File: config.mk
export PLATFORM = sky130hd
export DESIGN_NAME = rtu_cell
export DESIGN_NICKNAME = d
export VERILOG_FILES = /design/src/hdl/rtu_pkg.sv /design/src/hdl/rtu_cell.sv
export SDC_FILE = /design/constraint.sdc
export NUM_CORES = 1
export LEC_CHECK = 0
export ABC_CLOCK_PERIOD_IN_PS = 11500
export BUFFER_PORTS_ARGS = -buffer_cell sky130_fd_sc_hd__buf_2
export CORE_AREA = 5 5 103 105
export CTS_CLUSTER_DIAMETER = 40
export CTS_CLUSTER_SIZE = 12
export DETAILED_ROUTE_END_ITERATION = 8
export DIE_AREA = 0 0 108 110
export PLACE_DENSITY = 0.79
export SETUP_SLACK_MARGIN = 0.3
export SLEW_MARGIN = 30
export SYNTH_ARGS = -nofsm -noshare
export SYNTH_HDL_FRONTEND = slang
export SYNTH_SLANG_ARGS = --single-unit
export TNS_END_PERCENT = 20
File: constraint.sdc
create_clock -name clock -period 11.5 [get_ports clock]
set_clock_uncertainty 0.2 [all_clocks]
set_input_delay 1.15 -clock clock [delete_from_list [all_inputs] [get_ports clock]]
set_output_delay 1.15 -clock clock [all_outputs]
set_load 0.05 [all_outputs]
File: src/hdl/rtu_pkg.sv
// Package with the entry layout, cell control and controller states of the route table.
package rtu_pkg;

   typedef struct packed {
      logic [31:0] network;
      logic [5:0]  prefix;
      logic [31:0] next_hop;
      logic [15:0] weight;
   } entry_type;

   typedef struct packed {
      logic rotate;
      logic update;
      logic do_delete;
      logic do_insert;
   } cell_ctrl_type;

   typedef enum logic [1:0] {
      ST_IDLE,
      ST_SEARCH,
      ST_UPDATE,
      ST_DUMP
   } rtu_state_type;

   localparam int REQ_DATA_W = 88;
   localparam int RSP_DATA_W = 96;

endpackage

File: src/hdl/rtu_cell.sv
// One cell of the route table chain: holds one entry and passes it toward the head.
module rtu_cell
   import rtu_pkg::*;
#(
   parameter int IW  = 6,
   parameter int IDX = 0
) (
   input  logic                clock,
   input  cell_ctrl_type       ctrl,
   input  logic [IW-1:0]       del_pos,
   input  logic [IW-1:0]       ins_idx,
   input  entry_type           new_entry,
   input  entry_type           nbr_entry,
   output entry_type           entry
);

   localparam logic [IW-1:0] MY_IDX = IW'(IDX);

   entry_type entry_ff;
   entry_type entry_in;

   always_comb begin
      entry_in = entry_ff;
      if (ctrl.rotate) begin
         entry_in = nbr_entry;
      end else if (ctrl.update) begin
         if (ctrl.do_insert && MY_IDX == ins_idx) begin
            entry_in = new_entry;
         end else if (ctrl.do_delete && MY_IDX >= del_pos && MY_IDX < ins_idx) begin
            entry_in = nbr_entry;
         end
      end
   end

   always_ff @(posedge clock) begin
      entry_ff <= entry_in;
   end

   assign entry = entry_ff;

endmodule

==> results of run 1 <==
## metrics by stage
| step | hold WS [ps] | utilization [%] |
|---|---|---|
| after floorplan | 1170 | - |
| after global placement | 1250 | 55.8 |
| after detailed placement | 1250 | 56.0 |
| after CTS | 875 | 57.5 |
| after global routing | 883 | 57.5 |
| final | 907 | 57.5 |
## routing by layer
layer  vias to the layer above  GRT usage, %
li1                       1305             -
met1                      1299          17.2
met2                       172          29.2
met3                        15          5.42
met4                         0          7.21
met5                         -             0
## power groups by stage
stage / Sequential (mW) / Combinational (mW) / Clock, mW
6_report: 0.380 / 0.177 / 0.173
3_3_place_gp: 0.386 / 0.175 / 0
5_1_grt: 0.382 / 0.186 / 0.197
4_1_cts: 0.380 / 0.179 / 0.183
2_1_floorplan: 0.480 / 0.0241 / 0
3_5_place_dp: 0.387 / 0.179 / 0
## area by class of cell
class | instances | share of cell area (%)
Multi-Input combinational cell | 94 | 21.7
Timing Repair Buffer | 277 | 25.6
Sequential cell | 86 | 47.0
Tap cell | 133 | 3.03
Clock inverter | 3 | 0.228
Clock buffer | 12 | 2.46
## path summary, 6_finish.rpt
check	slack (ps)	cells past startpoint	to
setup / recovery	7920	5	entry[53]
hold / removal	910	2	entry[69]
## placed cells by master (no fill, tap or decap)
master	n
a311o_2	1
buf_12	1
buf_2	274
buf_4	2
clkbuf_1	3
clkbuf_8	9
clkinv_1	2
clkinv_2	1
edfxtp_1	86
mux2_2	46
mux2_4	40
nand2b_1	1
nor3_1	1
nor4_1	1
nor4bb_1	1
o311a_1	1
or4_4	2
## logic make-up (layout without fill, tap and decap cells)
logic type,count (synthesis),count (layout)
mux,86,86
flops,86,86
buf+inv,10,292
simple gates,6,6
compound gates,2,2
## worst max-delay path: cells and delay by family
kind	cells	cell delay [ps]
simple gates	2	1300
buf+inv	2	550
mux	1	390
==> impl_metrics.yaml, run 1 <==
cells_and_area:
  n_antenna_cell: 0
  drive_gt1_share_pct: 79.7
  final_area_um2: 5490
  largest_reg_flops: 86
  area.sequential_um2: 2580
  n_fill_cell: 792
  nNetsFinal: 657
  multi_input_area_um2: 1190
  stdcell_count: 605
  syn2layout_area_growth_pct: 40.9
yosys:
  synth_compound_area_share_pct: 0.514
  synthAdderAreaFrac_pct: 0
  synthMuxAreaShare_pct: 28.7
  synth_top_cell_area_share_pct: 66.3
  synth_area_um2: 3900
  syn_avg_cell_area_um2: 20.5
  synth_common_cells: "edfxtp_1, mux2_2, mux2_4"
  yosys.area_share.simple_pct: 1.28
  seq_area_frac_synth_pct: 66.3
  synthArstFlopShare_pct: 0
  synth_xor_area_share_pct: 0
  synthDistinctLibCells: 14
  netlist.top_cell.by_area: "edfxtp_1"
  ys_top_cells_by_area: "edfxtp_1, mux2_4, mux2_2, buf_12, or4_4"
  syn_nets: 379
  synth_top_family_by_area: "multiplexers"
  ys_ff_latch: 86
  synth_edf_count: 86
  yosys_warnings: 0
  synth_top_flop_cell: "edfxtp_1"
  syn_inst: 190
  synth_most_common_cell: "edfxtp_1"
setup_path:
  cp_slowest_stage_delay_ps: 770
  cp_data_arrival_time_ps: 3470
  cp_max_fo: 47
  cp-start-kind: "input port"
  required_ps: 11390
  crit_chain: "buf_2 > or4_4 > or4_4 > buf_4 > mux2_4"
  cp_slowest_cell: "or4_4"
  critical_path.most_common_cell: "or4_4"
  endpoint_kind: "flip-flop"
  crit_type: "input port to flip-flop"
  cp-startpoint: "ins_idx[5]"
min_path:
  hp-start: "new_entry[69]"
  hold_path_class: "input port to flip-flop"
detailed_routing:
  drt-total-wl_mm: 10.3
  drt-met1-wl_mm: 3.55
  drt-vias-per-instance: 4.61
  top_layer: "met4"
  met2_length_mm: 5.35
  detail-route-antenna-nets: 0
  wl_per_cell_um: 16.9
  remaining_drc_errors: 0
  drtIter0Drc: 114
  num_vias: 2791
  drt_pass1_iterations: 4
  wl_met3_mm: 1.17
timing:
  fin_crit_ps: 3580
  timing.final.crit_share_pct: 31.1
  worst_pin_slew_ps: 763
  rsz0062_at_grt: "false"
  final-hold-violation-count: 0
  setup_tns_ps: 0
  setup_ws_ps: 7920
  max-slew-margin-rel_pct: 49.1
  clock.fmax_ghz: 0.280
  setup_violations: 0
  maxSlewViolCount: 0
clock_network:
  hold_buffers: 0
  post_cts_resized: 0
  htreeDepth: 3
  post_cts.repair.setup_buffers: 0
  path_clk_slew_ps: 80
  clk_path_buf_depth: 2
  clock_sinks: 86
  cts_root_buf: "clkbuf_8"
  cts_inserted_buffers: 9
  cts_tree: "built"
power:
  power_frac_seq_pct: 52.0
  comb_power_share_pct: 24.2
  finalPower_mw: 0.730
  clkPwrFrac_pct: 23.8
  p_int_mw: 0.505
  power_density_nw_per_um2: 133
  p_leak_nw: 2.61
  p_switching_mw: 0.225
  ir_drop_mv: 0.0599
  p_sw_share_pct: 30.8
floorplan:
  die-height_um: 110
  core_area_um2: 9550
  fp.dieW_um: 108
  die_area_um2: 11900
  num_rows: 36
  start_util_pct: 40.8
  io_pins: 275
grt:
  grt_max_degree: 49
  grt_overflow: 0
  grt_pass1_vias: 2939
  grt_antenna_before_repair: 0
  grtUsageTotal_pct: 16.2
  grt_pass1_wl_mm: 14.5
job:
  maxCapViolations: 0
placed_design:
  numPortBuffers: 274
  gp_congestion: 0.771
  dpl.hpwl_mm: 8.27
  dp_cells: 590
  dpl_cell_area_um2: 5350
  pre_cts_ws_ps: 7560
run_status:
  run_status: "complete, no violations"
No activity file was read; power rests on OpenSTA's default activity.
==> inputs of run 2 (changes only) <==
- ABC_AREA: default -> 1
- ABC_CLOCK_PERIOD_IN_PS: 11500 -> 2900
- CORE_AREA: 5 5 103 105 -> default
- CORE_ASPECT_RATIO: default -> 2
- CORE_MARGIN: default -> 5
- CORE_UTILIZATION: default -> 38
- DIE_AREA: 0 0 108 110 -> default
- PLACE_DENSITY: 0.79 -> 0.76
- clock period: 11.5 -> 2.9 ns (I/O delays scaled with it)
==> run 2 against run 1 <==
Against the previous run:
- clock-buffer cell count down 2
- largest cell class unchanged
- synthesized area up 3.4%
- power rose to 4.4 times the previous value
- non-clock buffer count up 2
- synthesized cell count up 110%
- global-route usage up 2.8 points
- sequential cell count unchanged
- worst setup slack worse by 6900 ps
- final cell count up 31%
- worst hold slack worse by 880 ps
==> impl_metrics.yaml, run 2 <==
grt:
  grtUsageTotal_pct: 19.0
  grt_max_degree: 87
  grt_pass1_vias: 3934
  grt_antenna_before_repair: 1
  grt_pass1_wl_mm: 19.6
  grt_overflow: 0
timing:
  setup_tns_ps: 0
  hold_slack_ps: 29.4
  setup_violations: 0
  timing.final.crit_share_pct: 63.5
  maxSlewViolCount: 0
  rsz0062_at_grt: "false"
  fin_crit_ps: 1840
  clock.fmax_ghz: 0.543
  max-slew-margin-rel_pct: 40.0
  worst_pin_slew_ps: 899
  final-hold-violation-count: 0
yosys:
  syn_nets: 588
  netlist.top_cell.by_area: "edfxtp_1"
  synth_most_common_cell: "nand2_1"
  seq_area_frac_synth_pct: 64.1
  synth_area_um2: 4030
  ys_top_cells_by_area: "edfxtp_1, nand2_1, nand4_1, clkbuf_1, buf_2"
  synthDistinctLibCells: 13
  syn_avg_cell_area_um2: 10.1
  synth_top_cell_area_share_pct: 64.1
  ys_ff_latch: 86
  synth_edf_count: 86
  syn_inst: 399
  yosys_warnings: 0
  synth_top_flop_cell: "edfxtp_1"
  synth_common_cells: "nand2_1, nand4_1, edfxtp_1"
  synthArstFlopShare_pct: 0
detailed_routing:
  drtIter0Drc: 178
  num_vias: 4021
  wl_per_cell_um: 15.9
  drt_pass1_iterations: 6
  drt-vias-per-instance: 5.06
  drt-total-wl_mm: 12.6
  detail-route-antenna-nets: 0
  remaining_drc_errors: 0
power:
  ir_drop_mv: 0.373
  finalPower_mw: 3.24
  power_density_nw_per_um2: 566
  p_leak_nw: 2.83
clock_network:
  post_cts_resized: 0
  clk_path_buf_depth: 2
  post_cts.repair.setup_buffers: 0
  path_clk_slew_ps: 60
  htreeDepth: 3
  cts_tree: "built"
  clock_sinks: 86
  hold_buffers: 0
  cts_inserted_buffers: 9
  cts_root_buf: "clkbuf_16"
cells_and_area:
  n_fill_cell: 968
  largest_reg_flops: 86
  area.sequential_um2: 2580
  syn2layout_area_growth_pct: 42.2
  final_common_cell: "buf_2"
  most-common-layout-cells: "buf_2, nand2_1, nand4_1"
  multi_input_area_um2: 1270
  utilization_pct: 54.7
  n_antenna_cell: 0
  drive_gt1_share_pct: 45.1
  nNetsFinal: 841
  final_area_um2: 5730
placed_design:
  dpl_cell_area_um2: 5460
  numPortBuffers: 274
  dpl.hpwl_mm: 9.67
  gp_congestion: 0.907
setup_path:
  required_ps: 2880
  crit_type: "input port to flip-flop"
  cp_max_fo: 86
  endpoint_kind: "flip-flop"
  cp-start-kind: "input port"
  cp-startpoint: "ins_idx[1]"
  crit_path_end: "entry[35]"
  cp_data_arrival_time_ps: 1820
job:
  maxCapViolations: 0
run_status:
  run_status: "complete, no violations"
floorplan:
  num_rows: 53
  die_area_um2: 12900
  die-height_um: 156
  start_util_pct: 38.5
  core_area_um2: 10500
  io_pins: 275
  fp.dieW_um: 82.8
min_path:
  hold_path_class: "input port to flip-flop"
-- run 2: changes by cell type in the layout (fill, tap and decap cells not counted), sizes merged, moves of 2 or more --
| cell | delta |
|---|---|
| clkbuf | -2 |
| nand3 | +2 |
| nand2 | +178 |
| nand4 | +87 |
| inv | +2 |
| mux2 | -86 |
| buf | +2 |
| clkinvlp | +3 |
| nor2 | +7 |
| or4 | -2 |
-- run 2: worst max-delay path, cell delays in order --
cell and delay [ps]:
buf_2 90, nor2_1 140, nand3_1 140, inv_2 100, buf_4 610, nand4_1 170
nand2_1 160
-- run 2: how the worst min path moves through the flow --
stage	start	endpoint	slack (ps)	depth (start not counted)
6_report	nbr_entry[61]	entry[61]	30	3
5_1_grt	nbr_entry[48]	entry[48]	30	3
4_1_cts	nbr_entry[61]	entry[61]	10	3
3_5_place_dp	nbr_entry[55]	entry[55]	360	3
3_3_place_gp	nbr_entry[55]	entry[55]	350	3
2_1_floorplan	nbr_entry[0]	entry[0]	270	2
-- run 2: cell type report --
cell class	count	area share, %
Clock buffer	10	3.99
Inverter	2	0.131
Multi-Input combinational cell	274	22.1
Timing Repair Buffer	279	25.0
Tap cell	137	2.99
Sequential cell	86	45.1
Clock inverter	6	0.677
-- run 2: power by group --
| group | internal, mW | total [mW] | switching (mW) |
|---|---|---|---|
| Combinational | 0.185 | 0.731 | 0.546 |
| Clock | 0.575 | 1.00 | 0.427 |
| Sequential | 1.48 | 1.51 | 0.0260 |
| Total | 2.24 | 3.24 | 0.998 |
-- run 2: per-layer routing --
layer	vias to the layer above	part of all wire, %	GRT usage (%)
met2	216	54	33.3
met4	2	3.2	7.87
met3	30	9.1	6.29
li1	1936	-	-
met5	-	0.10	0
met1	1837	34	21.0
-- run 2: kinds of logic (layout without fill, tap and decap cells) --
kind of cell,Yosys count,count (layout),share of synthesized area [%]
buf+inv,39,297,4.84
flops,86,86,64.1
simple gates,274,274,31.1
-- run 2: stage by stage --
stage | cells | setup WS, ps
detailed placement | 778 | 706
global route | 794 | 891
global placement | 778 | 780
floorplan | 399 | 402
finish | 794 | 1060
CTS | 794 | 1050
==> inputs of run 3 (changes only) <==
- ABC_AREA: 1 -> 0
- ABC_CLOCK_PERIOD_IN_PS: 2900 -> 1800
- CORE_UTILIZATION: 38 -> 41
- PLACE_DENSITY: 0.76 -> 0.79
- clock period: 2.9 -> 1.8 ns (I/O delays scaled with it)
==> run 3 against run 2 <==
Against the previous run:
- the run now fails in 4_1_cts
- synthesized area decreased by 3.3%
- synthesized cell count decreased by 52%
==> impl_metrics.yaml, run 3 <==
clock_network:
  clk_path_buf_depth: 2
  htreeDepth: 3
  post_cts_resized: 5
  post_cts.repair.setup_buffers: 0
  cts_inserted_buffers: 9
  clock_sinks: 86
  hold_buffers: 118
  cts_root_buf: "clkbuf_16"
run_status:
  run_status: "did not finish"
  stop_stage: "4_1_cts"
  error_line: "[ERROR RSZ-0060] Max buffer count reached."
yosys:
  syn_nets: 379
  synth_edf_count: 86
  yosys_warnings: 0
  synth_common_cells: "edfxtp_1, mux2_2, mux2_4"
  synth_top_cell_area_share_pct: 66.3
  ys_top_cells_by_area: "edfxtp_1, mux2_4, mux2_2, buf_12, or4_4"
  seq_area_frac_synth_pct: 66.3
  synthDistinctLibCells: 14
  synthArstFlopShare_pct: 0
  netlist.top_cell.by_area: "edfxtp_1"
  synth_top_flop_cell: "edfxtp_1"
  synth_area_um2: 3900
  ys_ff_latch: 86
  synth_most_common_cell: "edfxtp_1"
  syn_inst: 190
  syn_avg_cell_area_um2: 20.5
floorplan:
  die-height_um: 148
  num_rows: 50
  io_pins: 275
  start_util_pct: 41.8
  fp.dieW_um: 78.9
placed_design:
  dpl.hpwl_mm: 8.92
  dpl_cell_area_um2: 5420
  numPortBuffers: 274
  gp_congestion: 0.835
  pre_cts_ws_ps: -596
==> run 3: cell count changes after synthesis, moves of 2 or more <==
| cell | before | now |
|---|---|---|
| mux2_2 | 0 | 46 |
| nand4_1 | 87 | 0 |
| or4_4 | 0 | 2 |
| nand2_1 | 178 | 0 |
| clkbuf_1 | 18 | 0 |
| buf_12 | 0 | 4 |
| buf_2 | 12 | 4 |
| mux2_4 | 0 | 40 |
| buf_6 | 4 | 1 |
| nor2_1 | 7 | 0 |
| buf_1 | 2 | 0 |
==> run 3: cells by family after synthesis <==
logic type	after synthesis	synth area share (%)
mux	86	28.7
flops	86	66.3
buf+inv	10	3.24
simple gates	6	1.28
compound gates	2	0.514
==> run 3: per-stage QoR <==
step,hold slack [ps],std cells
global placement,280,568
detailed placement,283,568
floorplan,197,190
==> inputs of run 4 (changes only) <==
- CORE_ASPECT_RATIO: 2 -> default
- CORE_UTILIZATION: 41 -> 40
- CTS_CLUSTER_DIAMETER: 40 -> default
- CTS_CLUSTER_SIZE: 12 -> default
- PLACE_DENSITY: 0.79 -> default
- PLACE_DENSITY_LB_ADDON: default -> 0.15
- SETUP_SLACK_MARGIN: 0.3 -> default
==> run 4 against run 3 <==
Against the previous run:
- the run again fails in 4_1_cts
- synthesized cell count unchanged
- synthesized area did not move
==> impl_metrics.yaml, run 4 <==
run_status:
  stop_stage: "4_1_cts"
  error_line: "[ERROR RSZ-0060] Max buffer count reached."
  run_status: "did not finish"
placed_design:
  gp_congestion: 0.779
  dpl.hpwl_mm: 8.35
  numPortBuffers: 274
floorplan:
  io_pins: 275
  die-height_um: 109
  start_util_pct: 40.4
  fp.dieW_um: 109
  num_rows: 36
clock_network:
  post_cts_resized: 4
  cts_root_buf: "clkbuf_8"
  hold_buffers: 123
  clock_sinks: 86
  clk_path_buf_depth: 2
  post_cts.repair.setup_buffers: 0
  cts_inserted_buffers: 9
  htreeDepth: 3
yosys:
  synthArstFlopShare_pct: 0
  synthDistinctLibCells: 14
  syn_nets: 379
  ys_ff_latch: 86
  syn_inst: 190
  synth_edf_count: 86
  netlist.top_cell.by_area: "edfxtp_1"
  synth_area_um2: 3900
  synth_common_cells: "edfxtp_1, mux2_2, mux2_4"
  synth_top_flop_cell: "edfxtp_1"
  seq_area_frac_synth_pct: 66.3
  yosys_warnings: 0
  synth_top_cell_area_share_pct: 66.3
  synth_most_common_cell: "edfxtp_1"
  syn_avg_cell_area_um2: 20.5
  ys_top_cells_by_area: "edfxtp_1, mux2_4, mux2_2, buf_12, or4_4"
## run 4: cell counts after synthesis
Identical to the previous run, type by type.
## run 4: cells by family after synthesis
group           count (synthesis)  synth area share, %
buf+inv                        10                 3.24
mux                            86                 28.7
compound gates                  2                0.514
simple gates                    6                 1.28
flops                          86                 66.3
## run 4: through the flow
step | setup WS (ps) | cells | cell area (um2) | hold slack (ps)
floorplan | -817 | 190 | 3900 | 197
global placement | -580 | 595 | 5430 | 280
detailed placement | -604 | 595 | 5430 | 283
